`src/hdl/dssm_pkg.sv`:
```
// shared types, codes and constants for the dual stack shared memory block
`default_nettype none

package dssm_pkg;

   localparam int DEPTH_DEFAULT     = 32;
   localparam int WORD_BITS_DEFAULT = 32;
   localparam int FIELD_BITS        = 32;

   typedef enum logic [1:0] {
      OP_PUSH_A = 2'd0,
      OP_PUSH_B = 2'd1,
      OP_POP_A  = 2'd2,
      OP_POP_B  = 2'd3
   } opcode_type;

   typedef enum logic [1:0] {
      STATUS_OK        = 2'd0,
      STATUS_OVERFLOW  = 2'd1,
      STATUS_UNDERFLOW = 2'd2
   } status_type;

   typedef enum logic [1:0] {
      ST_IDLE = 2'd0,
      ST_EXEC = 2'd1,
      ST_LOAD = 2'd2
   } state_type;

   typedef struct packed {
      logic [1:0]                   opcode;
      logic signed [FIELD_BITS-1:0] push_value;
   } req_word_type;

   typedef struct packed {
      logic signed [FIELD_BITS-1:0] pop_value;
      logic [1:0]                   status;
      logic                         a_empty;
      logic                         b_empty;
      logic                         mem_full;
   } rsp_word_type;

   // controller to datapath
   typedef struct packed {
      logic take_req;
      logic execute;
      logic load_rsp;
   } cmd_type;

   // datapath to controller
   typedef struct packed {
      logic rsp_free;
   } stat_type;

endpackage

`default_nettype wire

```
`src/hdl/dual_stack_shared_memory.sv`:
```
// top level of the dual stack shared memory block
//
// two lifo stacks share one memory of DEPTH words: stack a grows up from
// address 0, stack b grows down from address DEPTH-1
// request channel (req_valid, req_stall, req_word): one word carries an
// opcode (push a, push b, pop a, pop b) and a value to push
// response channel (rsp_valid, rsp_stall, rsp_word): exactly one word per
// request with the popped value, a status code and the empty and full flags
// as they stand after the operation
// a push into a full memory is refused with overflow; a pop of an empty
// stack returns all ones with underflow
// the controller walks accept, execute (pointer update and memory access)
// and response load; a receiver stall can hold the load, and a new request
// is accepted only after the previous one has been loaded
// the response sits in its own register, so a new request is accepted while
// the previous response still waits; while the receiver stalls, a finished
// result is held in the datapath while the controller waits for the register
// reset (synchronous, active high) empties both stacks and drops rsp_valid;
// memory contents are not cleared, as a word is only read after being pushed
`default_nettype none

module dual_stack_shared_memory #(
   parameter int DEPTH     = dssm_pkg::DEPTH_DEFAULT,
   parameter int WORD_BITS = dssm_pkg::WORD_BITS_DEFAULT
) (
   input  wire logic                   clock,
   input  wire logic                   reset,
   input  wire logic                   req_valid,
   output logic                        req_stall,
   input  wire dssm_pkg::req_word_type req_word,
   output logic                        rsp_valid,
   input  wire logic                   rsp_stall,
   output dssm_pkg::rsp_word_type      rsp_word
);

   // command and status between controller and datapath
   dssm_pkg::cmd_type  cmd;
   dssm_pkg::stat_type stat;

   dssm_ctrl u_ctrl (
      .clock     (clock),
      .reset     (reset),
      .req_valid (req_valid),
      .req_stall (req_stall),
      .stat      (stat),
      .cmd       (cmd)
   );

   dssm_datapath #(
      .DEPTH     (DEPTH),
      .WORD_BITS (WORD_BITS)
   ) u_datapath (
      .clock     (clock),
      .reset     (reset),
      .cmd       (cmd),
      .stat      (stat),
      .req_word  (req_word),
      .rsp_valid (rsp_valid),
      .rsp_stall (rsp_stall),
      .rsp_word  (rsp_word)
   );

endmodule

`default_nettype wire

```
`src/hdl/dssm_ctrl.sv`:
```
// controller state machine for the dual stack shared memory block
`default_nettype none

module dssm_ctrl (
   input  wire logic               clock,
   input  wire logic               reset,
   input  wire logic               req_valid,
   output logic                    req_stall,
   input  wire dssm_pkg::stat_type stat,
   output dssm_pkg::cmd_type       cmd
);

   dssm_pkg::state_type state_ff, state_in;

   always_ff @(posedge clock) begin
      if (reset) begin
         state_ff <= dssm_pkg::ST_IDLE;
      end else begin
         state_ff <= state_in;
      end
   end

   always_comb begin
      state_in     = state_ff;
      cmd.take_req = 1'b0;
      cmd.execute  = 1'b0;
      cmd.load_rsp = 1'b0;
      req_stall    = 1'b1;
      case (state_ff)
         dssm_pkg::ST_IDLE: begin
            req_stall = 1'b0;
            if (req_valid) begin
               cmd.take_req = 1'b1;
               state_in     = dssm_pkg::ST_EXEC;
            end
         end
         dssm_pkg::ST_EXEC: begin
            cmd.execute = 1'b1;
            state_in    = dssm_pkg::ST_LOAD;
         end
         dssm_pkg::ST_LOAD: begin
            if (stat.rsp_free) begin
               cmd.load_rsp = 1'b1;
               state_in     = dssm_pkg::ST_IDLE;
            end
         end
         default: begin
            state_in = dssm_pkg::ST_IDLE;
         end
      endcase
   end

endmodule

`default_nettype wire

```
`src/hdl/dssm_datapath.sv`:
```
// counters, shared word memory and output register of the dual stack block
`default_nettype none

module dssm_datapath #(
   parameter int DEPTH     = dssm_pkg::DEPTH_DEFAULT,
   parameter int WORD_BITS = dssm_pkg::WORD_BITS_DEFAULT
) (
   input  wire logic                   clock,
   input  wire logic                   reset,
   input  wire dssm_pkg::cmd_type      cmd,
   output dssm_pkg::stat_type          stat,
   input  wire dssm_pkg::req_word_type req_word,
   output logic                        rsp_valid,
   input  wire logic                   rsp_stall,
   output dssm_pkg::rsp_word_type      rsp_word
);

   localparam int CNT_W   = $clog2(DEPTH + 1);
   localparam int ADDR_W  = $clog2(DEPTH);
   localparam int STORE_W = (WORD_BITS < dssm_pkg::FIELD_BITS) ? WORD_BITS
                                                               : dssm_pkg::FIELD_BITS;
   localparam int FB      = dssm_pkg::FIELD_BITS;

   logic [STORE_W-1:0] mem [DEPTH];
   logic [STORE_W-1:0] rd_data_ff;

   dssm_pkg::req_word_type item_ff;
   logic [CNT_W-1:0]       count_a_ff, count_a_in;
   logic [CNT_W-1:0]       count_b_ff, count_b_in;
   logic [1:0]             pend_status_ff, pend_status_in;
   logic                   pend_pop_ff, pend_pop_in;
   logic                   pend_a_empty_ff, pend_b_empty_ff, pend_full_ff;
   logic                   rsp_valid_ff;
   dssm_pkg::rsp_word_type rsp_word_ff, rsp_word_in;

   logic [CNT_W:0]         used;
   logic [CNT_W:0]         used_in;
   logic                   full;
   logic                   wr_en, rd_en;
   logic [CNT_W-1:0]       addr_wide;
   logic [ADDR_W-1:0]      addr;
   logic [FB-1:0]          widened;

   assign used = {1'b0, count_a_ff} + {1'b0, count_b_ff};
   assign full = (used == (CNT_W + 1)'(DEPTH));

   always_comb begin
      count_a_in     = count_a_ff;
      count_b_in     = count_b_ff;
      pend_status_in = dssm_pkg::STATUS_OK;
      pend_pop_in    = 1'b0;
      wr_en          = 1'b0;
      rd_en          = 1'b0;
      addr_wide      = '0;
      case (dssm_pkg::opcode_type'(item_ff.opcode))
         dssm_pkg::OP_PUSH_A: begin
            addr_wide = count_a_ff;
            if (full) begin
               pend_status_in = dssm_pkg::STATUS_OVERFLOW;
            end else begin
               wr_en      = 1'b1;
               count_a_in = count_a_ff + 1'b1;
            end
         end
         dssm_pkg::OP_PUSH_B: begin
            addr_wide = CNT_W'(DEPTH - 1) - count_b_ff;
            if (full) begin
               pend_status_in = dssm_pkg::STATUS_OVERFLOW;
            end else begin
               wr_en      = 1'b1;
               count_b_in = count_b_ff + 1'b1;
            end
         end
         dssm_pkg::OP_POP_A: begin
            addr_wide = count_a_ff - 1'b1;
            if (count_a_ff == '0) begin
               pend_status_in = dssm_pkg::STATUS_UNDERFLOW;
            end else begin
               rd_en       = 1'b1;
               pend_pop_in = 1'b1;
               count_a_in  = count_a_ff - 1'b1;
            end
         end
         dssm_pkg::OP_POP_B: begin
            addr_wide = CNT_W'(DEPTH) - count_b_ff;
            if (count_b_ff == '0) begin
               pend_status_in = dssm_pkg::STATUS_UNDERFLOW;
            end else begin
               rd_en       = 1'b1;
               pend_pop_in = 1'b1;
               count_b_in  = count_b_ff - 1'b1;
            end
         end
         default: begin
            addr_wide = '0;
         end
      endcase
   end

   assign addr    = addr_wide[ADDR_W-1:0];
   assign used_in = {1'b0, count_a_in} + {1'b0, count_b_in};

   // shared word memory, one write or one registered read per item
   always_ff @(posedge clock) begin
      if (cmd.execute && wr_en) begin
         mem[addr] <= item_ff.push_value[STORE_W-1:0];
      end
      if (cmd.execute && rd_en) begin
         rd_data_ff <= mem[addr];
      end
   end

   always_ff @(posedge clock) begin
      if (cmd.take_req) begin
         item_ff <= req_word;
      end
      if (cmd.execute) begin
         pend_status_ff  <= pend_status_in;
         pend_pop_ff     <= pend_pop_in;
         pend_a_empty_ff <= (count_a_in == '0);
         pend_b_empty_ff <= (count_b_in == '0);
         pend_full_ff    <= (used_in == (CNT_W + 1)'(DEPTH));
      end
      if (cmd.load_rsp) begin
         rsp_word_ff <= rsp_word_in;
      end
   end

   always_ff @(posedge clock) begin
      if (reset) begin
         count_a_ff   <= '0;
         count_b_ff   <= '0;
         rsp_valid_ff <= 1'b0;
      end else begin
         if (cmd.execute) begin
            count_a_ff <= count_a_in;
            count_b_ff <= count_b_in;
         end
         if (cmd.load_rsp) begin
            rsp_valid_ff <= 1'b1;
         end else if (!rsp_stall) begin
            rsp_valid_ff <= 1'b0;
         end
      end
   end

   // sign extension of a stored word to the field width
   assign widened = FB'($signed(rd_data_ff));

   always_comb begin
      rsp_word_in.status   = pend_status_ff;
      rsp_word_in.a_empty  = pend_a_empty_ff;
      rsp_word_in.b_empty  = pend_b_empty_ff;
      rsp_word_in.mem_full = pend_full_ff;
      if (pend_status_ff == dssm_pkg::STATUS_UNDERFLOW) begin
         rsp_word_in.pop_value = '1;
      end else if (pend_pop_ff) begin
         rsp_word_in.pop_value = widened;
      end else begin
         rsp_word_in.pop_value = '0;
      end
   end

   assign stat.rsp_free = !rsp_valid_ff || !rsp_stall;
   assign rsp_valid     = rsp_valid_ff;
   assign rsp_word      = rsp_word_ff;

endmodule

`default_nettype wire
```
`config.mk`:
```
export PLATFORM = sky130hd
export DESIGN_NAME = dual_stack_shared_memory
export DESIGN_NICKNAME = d
export VERILOG_FILES = /design/src/hdl/dssm_pkg.sv /design/src/hdl/dual_stack_shared_memory.sv /design/src/hdl/dssm_ctrl.sv /design/src/hdl/dssm_datapath.sv
export SDC_FILE = /design/constraint.sdc
export NUM_CORES = 1
export LEC_CHECK = 0
export BUFFER_PORTS_ARGS = -buffer_cell sky130_fd_sc_hd__buf_2
export CELL_PAD_IN_SITES_DETAIL_PLACEMENT = 1
export CELL_PAD_IN_SITES_GLOBAL_PLACEMENT = 1
export CORE_MARGIN = 3
export CORE_UTILIZATION = 55
export DETAILED_ROUTE_END_ITERATION = 16
export GPL_TIMING_DRIVEN = 1
export HOLD_SLACK_MARGIN = 0.06
export PLACE_DENSITY_LB_ADDON = 0.1
export SLEW_MARGIN = 40
export SYNTH_ARGS = -nofsm -noshare
export SYNTH_HDL_FRONTEND = slang
export SYNTH_SLANG_ARGS = --single-unit
```
`constraint.sdc`:
```
create_clock -name clock -period 6.4 [get_ports clock]
set_input_delay 0.96 -clock clock [delete_from_list [all_inputs] [get_ports clock]]
set_output_delay 0.96 -clock clock [all_outputs]
set_load 0.03 [all_outputs]
```
---- Yosys cells after proc, flatten, opt, wreduce, memory -nomap -nowiden ----
Memories as Yosys holds them, arrays and structs flattened. A register that Yosys moved wholly into a read port is not among the register bits.
Index checks and enable logic that the tools add are counted.
W data, S select, Z words.
word-level totals
  bits in writable memories ............... 1024
  logic and storage cells ................. 79
  bits in registers ....................... 92
  input port bits ......................... 38
  memories ................................ 1
  output and inout port bits .............. 39
cells by class
  reduce and logical (&&, ||, !) cells .... 13
  add/subtract/negate cells ............... 8
  eq/ne operators ......................... 11
  muxes and demuxes ....................... 30
memories
  memory          words  bits a word  rd ports  clocked after Yosys merged registers in  wr ports  RTL line             source
  u_datapath.mem  32     32           1         1                                        1         dssm_datapath.sv:24  logic [STORE_W-1:0] mem [DEPTH];
operators by type and width
  cell                   number
  $mux W32               1
  $logic_not A6 Y1       4
  $mux W6                4
  $pmux W6 S2            2
  $pmux W5 S4            1
  $mux W1                15
  $add A6 B6 Y7          2
  $eq A7 B6 Y1 const B   2
  $add A6 B1 Y6 const B  2
  $pmux W2 S3            2
  $sub A6 B1 Y6 const B  2
  $eq A2 B2 Y1 const B   4
  $mux W2                4
  $sub A1 B5 Y5 const A  1
  $sub A5 B5 Y5 const A  1
  $eq A2 B1 Y1 const B   2
  $logic_not A2 Y1       2
  $ne A2 B2 Y1 const B   2
  $logic_and A1 B1 Y1    2
  $logic_not A1 Y1       2
  $ne A2 B1 Y1 const B   1
  $pmux W1 S2            1
  $reduce_and A2 Y1      1
  $reduce_or A2 Y1       1
  $logic_or A1 B1 Y1     1

---- Longest topological paths before layout ----
Gate-level depths: netlist of the first run.
  depth after elaboration ................. 7
  depth in mapped cells ................... 17
  gate-level depth less buffers ........... 16

---- Modules after synthesis ----
From an unflattened synthesis of the first run, not the netlist that was laid out.
unflattened totals
  cell total of the unflattened synthesis .. 2096
  area total of the unflattened synthesis .. 44555.2 µm²
by module, submodules not included
  module         times used  area an instance (µm²)  cells an instance  seq. area each (µm²)
  dssm_datapath  1           44450.1                 2086               34282.9
  dssm_ctrl      1           105.1                   10                 40.0

---- Worst setup path before layout of the first run ----
No wires, ideal clock.
  path type ............................... flip-flop to flip-flop
  from .................................... register u_datapath.count_a_ff[1]
  to ...................................... memory u_datapath.mem[11][0] (netlist bit), enable pin
  cell stages (with the launch flop) ...... 12
  path slack .............................. 2.183 ns
  period minus slack after synthesis ...... 4.217 ns
  library setup time ...................... 0.421 ns
  buffers on the path ..................... 4
  arrival ................................. 3.795 ns
  data required time ...................... 5.979 ns
  cell sequence ........................... dfxtp_1 buf_2 inv_1 ha_1 nor2_1 a21oi_1 mux2i_1 clkbuf_1 buf_2 buf_2 nand4_1 nor2_1
between the ends
  longest elaborated chain between the ends .. 7
  elaborated cells between the ends (all ways) .. 9
  classes of those cells .................. add/sub: 2; eq/ne: 1; mux: 5; reduce/logical: 1
ends and longest elaborated chain
  item                           RTL line                                  source
  start, declared                dssm_datapath.sv:28                       logic [CNT_W-1:0] count_a_ff, count_a_in;
  start signal, assigned         dssm_datapath.sv:136                      count_a_ff <= count_a_in;
  $add A6 B6 Y7                  dssm_datapath.sv:44                       assign used = {1'b0, count_a_ff} + {1'b0, count_b_ff};
  $eq A7 B6 Y1                   dssm_datapath.sv:45                       assign full = (used == (CNT_W + 1)'(DEPTH));
  $mux W1                        dssm_datapath.sv:58, dssm_datapath.sv:67
  $mux W1                        -
  $logic_and A1 B1 Y1            dssm_datapath.sv:105                      if (cmd.execute && wr_en) begin
  $mux W1                        dssm_datapath.sv:105
  $mux W1 (implied by the code)  dssm_datapath.sv:106                      mem[addr] <= item_ff.push_value[STORE_W-1:0];
  end, declared                  dssm_datapath.sv:24
Parallel ways exist; a longest one is shown, timed or not.

---- Worst setup path in the final report of the first run ----
  from .................................... register u_datapath.count_a_ff[0]
  to ...................................... register u_datapath.pend_full_ff, data pin
between the ends
  longest elaborated chain between the ends .. 6
  elaborated cells between the ends (all ways) .. 12
  classes of those cells .................. add/sub: 4; eq/ne: 2; mux: 5; reduce/logical: 1
ends and longest elaborated chain
  item                          RTL line              source
  $add A6 B6 Y7                 dssm_datapath.sv:44
  $eq A7 B6 Y1                  dssm_datapath.sv:45
  $mux W6                       dssm_datapath.sv:58   if (full) begin
  $pmux W6 S2 *                 dssm_datapath.sv:55   case (dssm_pkg::opcode_type'(item_ff.opcode))
  via u_datapath.count_a_in[2]  dssm_datapath.sv:28
  $add A6 B6 Y7 *               dssm_datapath.sv:101  assign used_in = {1'b0, count_a_in} + {1'b0, count_b_in};
  $eq A7 B6 Y1 *                dssm_datapath.sv:122  pend_full_ff <= (used_in == (CNT_W + 1)'(DEPTH));
  end signal, assigned          dssm_datapath.sv:122
  end, declared                 dssm_datapath.sv:32   logic pend_a_empty_ff, pend_b_empty_ff, pend_full_ff;
The timed path passes the listed nets; every way through them passes the cells marked *.
A chain may end at the register's enable or synchronous reset.

==> results of run 1 <==
==> sequential cells by signal, indices dropped and copies added (netlist names) <==
| name | cells |
|---|---|
| u_datapath.pend_status_ff | 2 |
| u_datapath.pend_a_empty_ff | 1 |
| u_datapath.mem | 1024 |
| u_datapath.rsp_word | 37 |
| u_datapath.pend_b_empty_ff | 1 |
| u_datapath.rd_data_ff | 32 |
| u_datapath.item_ff | 34 |
| u_datapath.count_b_ff | 6 |
| u_datapath.rsp_valid | 1 |
| u_datapath.pend_pop_ff | 1 |
| u_datapath.count_a_ff | 6 |
| u_datapath.pend_full_ff | 1 |
| u_ctrl.state_ff | 2 |
==> cell families after synthesis <==
family / share of synthesized area [%]
multiplexers: 13.63
AND/OR/NAND/NOR: 3.621
AO/OA/AOI/OAI: 3.387
flip-flops: 77.23
adder cells (fa/ha/maj): 0.4955
XOR/XNOR: 0.3322
buffers and inverters: 1.298
==> cells in the final DEF (no fill, tap or decap), drive strengths merged, types with 26 or more instances in the layout <==
master | netlist | layout
a21oi | 87 | 87
buf | 63 | 199
clkinv | 0 | 54
edfxtp | 1133 | 1133
o21ai | 37 | 37
clkbuf | 55 | 148
a221oi | 28 | 28
mux4 | 256 | 256
mux2i | 26 | 26
nand2 | 210 | 210
nor2 | 65 | 65
==> worst min-delay path by stage <==
stage / start / to / slack, ps / depth (start not counted)
finish: u_datapath.pend_b_empty_ff / u_datapath.rsp_word[1] / 430 / 0
CTS: req_word[11] / u_datapath.item_ff[11] / 410 / 1
global placement: u_datapath.pend_a_empty_ff / u_datapath.rsp_word[2] / 410 / 0
global route: req_word[5] / u_datapath.item_ff[5] / 420 / 1
floorplan: u_datapath.pend_full_ff / u_datapath.rsp_word[0] / 400 / 0
detailed placement: u_datapath.pend_b_empty_ff / u_datapath.rsp_word[1] / 420 / 0
==> metal layers <==
layer	routed length [um]	global-route usage, %	vias to the layer above
met5	0	0	-
met4	2708	7.192	0
met3	8427	4.730	174
met2	58510	46.19	1013
met1	47330	39.62	12340
li1	-	-	9396
==> worst max-delay path, stage by stage (launching register included) <==
cell and delay, ps:
dfxtp_1 570, ha_1 260, fa_1 420, or3_4 350
a211oi_4 300, o211ai_4 210, and2_2 330, and3_1 210
o32a_1 400, ha_1 410, xor2_1 190, nor4_1 180
a31oi_1 80, o21ai_0 260, a21oi_1 120, a311oi_1 260
==> metrics by stage <==
step,instances,hold slack (ps)
after global placement,3261,407.7
after global routing,3532,417.1
after floorplan,2185,400.3
final,3533,432.6
after CTS,3531,411.3
after detailed placement,3315,418.2
==> area by class of cell <==
cell class / count / area (sq um)
clock buffer: 148 / 3107
fill: 6404 / 28430
tap: 1050 / 1314
sequential: 1148 / 34320
multi-input combinational: 905 / 9884
antenna: 1 / 2.502
inverter: 14 / 52.55
clock inverter: 68 / 544.3
timing repair buffer: 199 / 1858
==> power by group through the flow <==
stage          registers, mW  clock network, mW  logic (mW)
6_report                8.42               6.52        1.84
5_1_grt                 8.43               6.94        1.96
4_1_cts                 8.42               6.62        1.85
3_5_place_dp            8.58                  0        1.84
3_3_place_gp            8.63                  0        1.71
2_1_floorplan           8.61                  0        1.12
==> impl_metrics.csv, run 1 <==
group,metric,value,unit
clocking,cts.path.max_buffers,3,
detailed_routing,routedWlPerCell,33.11,um
power,finalPower,16.78,mW
synthesis,yosysSeqAreaShare,77.23,%
detailed_routing,wl,117000,um
synthesis,synthDistinctLibCells,75,
die,dieHeight,290.3,um
synthesis,async_flop_share,0,%
sta,timing.fmax,211.4,MHz
clocking,hold_buffers,0,
finish,drive_above_1_share,27.20,%
synthesis,syn-num-nets,2240,
synthesis,syn_area,44440,sq um
sta,finalHoldViolCount,0,
power,leakage,16.51,nW
sta,worst_pin_slew,909.3,ps
clocking,post-cts-setup-buffer-count,0,
sta,maxSlewViolCount,0,
finish,area.growth.synth_to_final,14.95,%
setup_path,critPathLaunchType,"flip-flop",
die,die_width,290.3,um
power,combPwrFrac,10.9,%
grt,grt_max_degree,124,
finish,final_area,51090,sq um
grt,grt_pass1_vias,24430,
synthesis,yosysTopAreaCell,"edfxtp_1",
setup_path,cp_data_required_time,6900,ps
synthesis,synth_ff_type,"edfxtp_1",
synthesis,ys_top_cells_by_count,"edfxtp_1 (1133), mux4_2 (256), nand2_1 (210)",
clocking,cts_tree,"done",
clocking,cts.sinks,1148,
setup_path,crit_start,"u_datapath.count_a_ff[0]",
detailed_routing,antenna_left,0,
power,worst_ir_drop_vdd,0.0002521,V
detailed_routing,drc_errors,0,
synthesis,synth_top_cells_by_area,"edfxtp_1 (77%), mux4_2 (13%), nand2_1 (1.8%), a21oi_1 (0.98%), dfxtp_1 (0.68%)",
die,core,79520,sq um
power,clockPowerShare,38.8,%
grt,globalRouteOverflowTotal,0,
synthesis,syn_inst,2185,
placement,place_hpwl,71440,um
flow_run,cap_violations,0,
detailed_routing,dr.pass1.iters,5,
power,switching_power,3.978,mW
grt,antenna_found_initial,1,
synthesis,synth_most_common_cell,"edfxtp_1",
sta,fin_tns_setup,0,ps
sta,fin_ws,1670,ps
sta,max-slew-margin-rel,39.23,%
die,dieArea,84250,sq um
sta,setup_violations,0,
clocking,clk_latency,680,ps
setup_path,r2r_end,"u_datapath.pend_full_ff",
power,internal_power,12.80,mW
grt,grt_pass1_wl,171600,um
detailed_routing,drt_iter0_markers,2581,
synthesis,avgSynthCellArea,20.34,sq um
synthesis,netlist.area_leader.share,76.56,%
power,seqPwrFrac,50.2,%
die,initial_core_util,55.89,%
placement,port_buffers,76,
setup_path,r2r_slack,1670,ps
clocking,numCtsBuffers,115,
detailed_routing,vias,22920,
placement,place_area,47420,sq um
grt,track_usage,28.01,%
sta,fin_crit_sh,73.90,%
setup_path,arrival,5230,ps
placement,place_ws,1763,ps
clocking,clk_pin_slew,60,ps
min_path,hold_path.class,"flip-flop to flip-flop",
clocking,cts.repair.resized,0,
setup_path,rr_startpoint,"u_datapath.count_a_ff[0]",
setup_path,endpoint_kind,"flip-flop",
power,swShare,23.71,%
placement,gp_congestion,0.8371,
setup_path,endpoint,"u_datapath.pend_full_ff",
power,powerDensity,328.4,nW/um^2
setup_path,reg2regPathDepth,15,
sta,min_period,4730,ps
die,placementRows,103,
die,io_pins,77,
finish,fin_util,64.25,%
synthesis,synth-seq-cells,1148,
sta,clock_skew,26.78,ps
synthesis,yosysWarningCount,0,
detailed_routing,via_per_inst,6.488,
synthesis,synth_edf_count,1133,
setup_path,criticalPathCategory,"flip-flop to flip-flop",
finish,finalNetCount,2438,
sta,rsz0062_at_grt,"false",
clocking,htreeDepth,3,
clocking,root_buffer,"clkbuf_16",
setup_path,worstPathMaxFanout,11,
status,status,"finished clean",
No activity file was read; power rests on OpenSTA's default activity.
==> run 2, diff against run 1 <==
--- a/config.mk
+++ b/config.mk
@@ -9,7 +9,7 @@
 export CELL_PAD_IN_SITES_DETAIL_PLACEMENT = 1
 export CELL_PAD_IN_SITES_GLOBAL_PLACEMENT = 1
 export CORE_MARGIN = 3
-export CORE_UTILIZATION = 55
+export CORE_UTILIZATION = 50
 export DETAILED_ROUTE_END_ITERATION = 16
 export GPL_TIMING_DRIVEN = 1
 export HOLD_SLACK_MARGIN = 0.06
==> constraint.sdc (replaced) <==
create_clock -name clock -period 3.95 [get_ports clock]
set_input_delay 0.5925 -clock clock [delete_from_list [all_inputs] [get_ports clock]]
set_output_delay 0.5925 -clock clock [all_outputs]
set_load 0.03 [all_outputs]
==> run 2 against run 1 <==
Compared with the run above:
- first-iteration DRC count fell by 7.7%
- hold slack worse by 320 ps
- combinational power increased by 69%
- routed wire length increased by 2.2%
- critical endpoint unchanged
- highest routed layer unchanged
==> impl_metrics.csv, run 2 (synthesis gave the netlist of run 1 again) <==
group,metric,value,unit
status,status,"finished clean",
detailed_routing,drt_iter0_markers,2383,
placement,place_hpwl,73270,um
setup_path,path_cells,"ha_4 > fa_1 > or3_4 > a211oi_4 > o211ai_4 > and2_4 > and3_4 > o21ai_2 > o221ai_2 > ha_4 > buf_6 > o21a_1 > o31ai_2 > nor4_2 > o31ai_1 > a311oi_1",
detailed_routing,via_per_inst,6.187,
sta,fin_crit_sh,99.36,%
clocking,numCtsBuffers,116,
power,worst_ir_drop_vdd,0.0004931,V
min_path,hold_path.class,"primary input to flip-flop",
grt,antenna_found_initial,0,
die,io_pins,77,
detailed_routing,wl,119500,um
clocking,cts.sinks,1148,
sta,maxSlewViolCount,0,
finish,regArea,34330,sq um
finish,largest_reg_flops,1024,
sta,setup_violations,0,
setup_path,critPathLaunchType,"flip-flop",
clocking,clk_pin_slew,70,ps
grt,track_usage,25.95,%
clocking,cts.path.max_buffers,3,
power,leakage,17.37,nW
finish,n_antenna_cell,0,
setup_path,cp_data_required_time,4480,ps
die,dieHeight,304.1,um
finish,finalNetCount,2573,
setup_path,cp_top_family,"compound AO/OA/AOI/OAI gates",
finish,top_register,"u_datapath.mem",
setup_path,crit_top_cell,"ha_4",
die,die_width,304.1,um
clocking,clk_latency,710,ps
setup_path,cp_slowest_cell,"fa_1",
detailed_routing,antenna_left,0,
finish,mostFrequentLayoutCell,"edfxtp_1",
setup_path,worstPathMaxFanout,4,
detailed_routing,drc_errors,0,
grt,globalRouteOverflowTotal,0,
sta,max-slew-margin-rel,47.96,%
sta,fin_ws,25.15,ps
setup_path,arrival,4450,ps
sta,fin_tns_setup,0,ps
die,placementRows,108,
sta,min_period,3925,ps
power,powerDensity,530.0,nW/um^2
clocking,root_buffer,"clkbuf_16",
placement,place_ws,-41.55,ps
die,dieArea,92500,sq um
sta,clock_skew,38.84,ps
placement,gp_congestion,0.8168,
clocking,cts_tree,"done",
setup_path,criticalPathCategory,"flip-flop to flip-flop",
sta,finalHoldViolCount,0,
flow_run,cap_violations,0,
grt,grt_max_degree,69,
grt,grt_pass1_wl,174100,um
sta,timing.fmax,254.8,MHz
finish,nFillCells,7266,
die,core,87430,sq um
detailed_routing,vias,23310,
setup_path,crit_buf_inv,1,
clocking,htreeDepth,3,
finish,drive_above_1_share,31.47,%
power,finalPower,28.10,mW
setup_path,max_stage_delay,460,ps
die,initial_core_util,50.83,%
sta,worst_pin_slew,780.5,ps
finish,final_cell_mix,"edfxtp_1 (1133), mux4_2 (256), nand2_1 (210)",
detailed_routing,routedWlPerCell,31.73,um
sta,rsz0062_at_grt,"true",
placement,port_buffers,76,
detailed_routing,dr.pass1.iters,5,
finish,multiInputGateArea,10020,sq um
grt,grt_pass1_vias,24740,
setup_path,endpoint_kind,"flip-flop",
finish,area.growth.synth_to_final,19.30,%
## run 2: final cells by class
type                    count  area share, %
well taps                1155          2.726
multi-input cells         905          18.90
flip-flops and latches   1148          64.74
clock buffers             132          5.588
inverters                  14        0.09912
clock inverters            80          1.841
repair buffers            333          6.105
## run 2: routing by layer
layer	GRT usage (%)	wire length, um	vias to the layer above
met4	6.639	2606	0
li1	-	-	9673
met1	37.55	50700	12640
met5	0	0	-
met2	42.08	58730	827
met3	3.849	7507	167
## run 2: timing repair
item	in CTS	in global routing
pin swaps	2	17
setup endpoints to repair	1	1
gates resized for setup	6	30
hold endpoints to repair	29	0
hold buffers	29	0
buffers inserted	0	6
## run 2: path summary, 6_finish.rpt
| path | start | to | slack (ps) | cells after the start |
|---|---|---|---|---|
| worst max-delay path | u_datapath.count_a_ff[0] | u_datapath.pend_full_ff | 30 | 16 |
| worst min register to register | u_datapath.pend_a_empty_ff | u_datapath.rsp_word[2] | 420 | 0 |
| worst max register to register | u_datapath.count_a_ff[0] | u_datapath.pend_full_ff | 30 | 16 |
| worst min-delay path | req_word[29] | u_datapath.item_ff[29] | 110 | 1 |
## run 2: where the power goes
group / switching, mW / leakage [nW] / internal [mW] / total (mW)
clock: 4.64 / 1.91 / 6.69 / 11.3
sequential: 0.109 / 10.3 / 13.5 / 13.7
combinational: 1.78 / 5.12 / 1.34 / 3.11
## run 2: metrics by stage
step,area [sq um],hold slack (ps),util (%),cells
2_1_floorplan,44460,400.3,-,2185
3_3_place_gp,48110,405.8,55.03,3484
3_5_place_dp,48380,413.3,55.34,3504
4_1_cts,52650,77.29,60.22,3745
5_1_grt,53020,88.45,60.64,3767
6_report,53020,108.6,60.64,3767
## run 2: worst reg2reg max path, delay by kind of cell, from the launching register on
family	cells	cell delay, ps
adders and majority gates	3	960
AOI/OAI and AO/OA	8	1310
and+or+nand+nor	4	1060
buffers and inverters	1	90
DFF	1	340
==> run 3, diff against run 2 <==
--- a/config.mk
+++ b/config.mk
@@ -14,6 +14,7 @@
 export GPL_TIMING_DRIVEN = 1
 export HOLD_SLACK_MARGIN = 0.06
 export PLACE_DENSITY_LB_ADDON = 0.1
+export RECOVER_POWER = 100
 export SLEW_MARGIN = 40
 export SYNTH_ARGS = -nofsm -noshare
 export SYNTH_HDL_FRONTEND = slang
==> run 3 against run 2 <==
Compared with the run above:
- the run now ends with max-capacitance violations, max-slew violations left
- fmax is 0.11% higher
- hold slack better by 51 ps
- register-to-register slack about the same
- sequential power hardly changed
- cell area shrank 0.72%
- total power shrank 0.19%
- clock power barely moved
- largest power group unchanged
- highest routed layer is now met5
==> impl_metrics.csv, run 3 (synthesis gave the netlist of run 1 again) <==
group,metric,value,unit
clocking,htreeDepth,3,
setup_path,crit_top_cell,"ha_4",
clocking,clk_pin_slew,70,ps
die,placementRows,108,
placement,place_area,48380,sq um
setup_path,cp_top_family,"compound AO/OA/AOI/OAI gates",
clocking,cts.sinks,1148,
setup_path,critPathLaunchType,"flip-flop",
power,finalPower,28.05,mW
die,die_width,304.1,um
power,worst_ir_drop_vdd,0.0004913,V
clocking,cts.path.max_buffers,3,
setup_path,crit_buf_inv,1,
placement,gp_congestion,0.8168,
detailed_routing,vias,23350,
detailed_routing,drt_iter0_markers,2408,
setup_path,path_cells,"ha_4 > fa_1 > or3_4 > a211oi_4 > o211ai_4 > and2_4 > and3_4 > o21ai_2 > o221ai_2 > ha_4 > buf_6 > o21a_1 > o31ai_2 > nor4_2 > o31ai_1 > a311oi_1",
sta,fin_ws,29.55,ps
finish,stdcell_count,3767,
finish,drive_above_1_share,28.18,%
power,powerDensity,532.8,nW/um^2
sta,rsz0062_at_grt,"true",
finish,n_antenna_cell,0,
sta,clock_skew,37.28,ps
detailed_routing,routedWlPerCell,31.74,um
die,initial_core_util,50.83,%
setup_path,arrival,4450,ps
detailed_routing,drc_errors,0,
sta,fin_tns_setup,0,ps
sta,timing.fmax,255.1,MHz
finish,top_register,"u_datapath.mem",
finish,regArea,34330,sq um
grt,antenna_found_initial,1,
setup_path,cp_slowest_cell,"fa_1",
detailed_routing,via_per_inst,6.197,
setup_path,worstPathMaxFanout,4,
sta,holdWs,159.4,ps
grt,grt_pass1_vias,24740,
clocking,numCtsBuffers,116,
sta,maxSlewViolCount,88,
detailed_routing,antenna_left,0,
die,dieHeight,304.1,um
setup_path,cp_data_required_time,4480,ps
placement,place_ws,-41.55,ps
die,core,87430,sq um
clocking,root_buffer,"clkbuf_16",
setup_path,criticalPathCategory,"flip-flop to flip-flop",
sta,worst_pin_slew,1977,ps
finish,final_area,52640,sq um
sta,min_period,3920,ps
setup_path,endpoint_kind,"flip-flop",
finish,mostFrequentLayoutCell,"edfxtp_1",
status,status,"finished with violations",
sta,fin_crit_sh,99.25,%
setup_path,max_stage_delay,460,ps
placement,post-place-cells,3504,
finish,nFillCells,7307,
finish,largest_reg_flops,1024,
grt,grt_pass1_wl,174100,um
status,violations,"max-capacitance violations, max-slew violations",
finish,area.growth.synth_to_final,18.44,%
sta,max-slew-margin-rel,-31.79,%
die,dieArea,92500,sq um
placement,port_buffers,76,
sta,setup_violations,0,
clocking,cts_tree,"done",
grt,track_usage,25.95,%
detailed_routing,dr.pass1.iters,5,
finish,final_cell_mix,"edfxtp_1 (1133), mux4_2 (256), nand2_1 (210)",
finish,fin_util,60.20,%
finish,multiInputGateArea,9998,sq um
grt,globalRouteOverflowTotal,0,
sta,finalHoldViolCount,0,
power,leakage,17.05,nW
detailed_routing,wl,119600,um
finish,finalNetCount,2573,
placement,place_hpwl,73270,um
die,io_pins,77,
grt,grt_max_degree,69,
flow_run,cap_violations,5,
clocking,clk_latency,710,ps
min_path,hold_path.class,"primary input to flip-flop",
-- run 3: cell count changes in the layout (fill, tap and decap cells not counted), sizes merged --
cell / previous run / this run
clkbuf: 132 / 215
buf: 304 / 221
-- run 3: final cells by class --
cell class / count / area share (%)
flip-flops and latches: 1148 / 65.21
multi-input cells: 905 / 19.00
clock buffers: 132 / 5.629
repair buffers: 333 / 5.463
well taps: 1155 / 2.746
clock inverters: 80 / 1.854
inverters: 14 / 0.09984
-- run 3: per-layer routing --
layer / vias to the layer above / global-route usage, % / routed length [um]
met5: - / 0 / 13
met1: 12610 / 37.55 / 50250
met2: 885 / 42.08 / 58720
met3: 176 / 3.849 / 7842
li1: 9668 / - / -
met4: 2 / 6.639 / 2737
-- run 3: final timing paths --
check,start,end,slack (ps),cells after the start
min,req_valid,u_ctrl.state_ff[0],160,3
max,u_datapath.count_a_ff[0],u_datapath.pend_full_ff,30,16
max reg2reg,u_datapath.count_a_ff[0],u_datapath.pend_full_ff,30,16
min reg2reg,u_datapath.pend_a_empty_ff,u_datapath.rsp_word[2],420,0
-- run 3: timing repair --
| action | CTS | global route |
|---|---|---|
| endpoints found under the hold margin | 29 | 0 |
| gates resized for setup | 6 | 30 |
| pin swaps | 2 | 17 |
| buffers inserted | 0 | 6 |
| hold buffers | 29 | 0 |
| endpoints found under the setup margin | 1 | 1 |
-- run 3: where the power goes --
part / switching (mW) / total (mW) / internal, mW
Sequential: 0.104 / 13.7 / 13.6
Clock: 4.63 / 11.3 / 6.69
Combinational: 1.77 / 3.07 / 1.30
-- run 3: worst reg2reg max path: stages, from the launching register on --
cell	delay (ps)
dfxtp_2	340
ha_4	170
fa_1	460
or3_4	410
a211oi_4	270
o211ai_4	110
and2_4	190
and3_4	190
o21ai_2	150
o221ai_2	170
ha_4	330
buf_6	90
o21a_1	130
o31ai_2	80
nor4_2	270
o31ai_1	140
a311oi_1	260
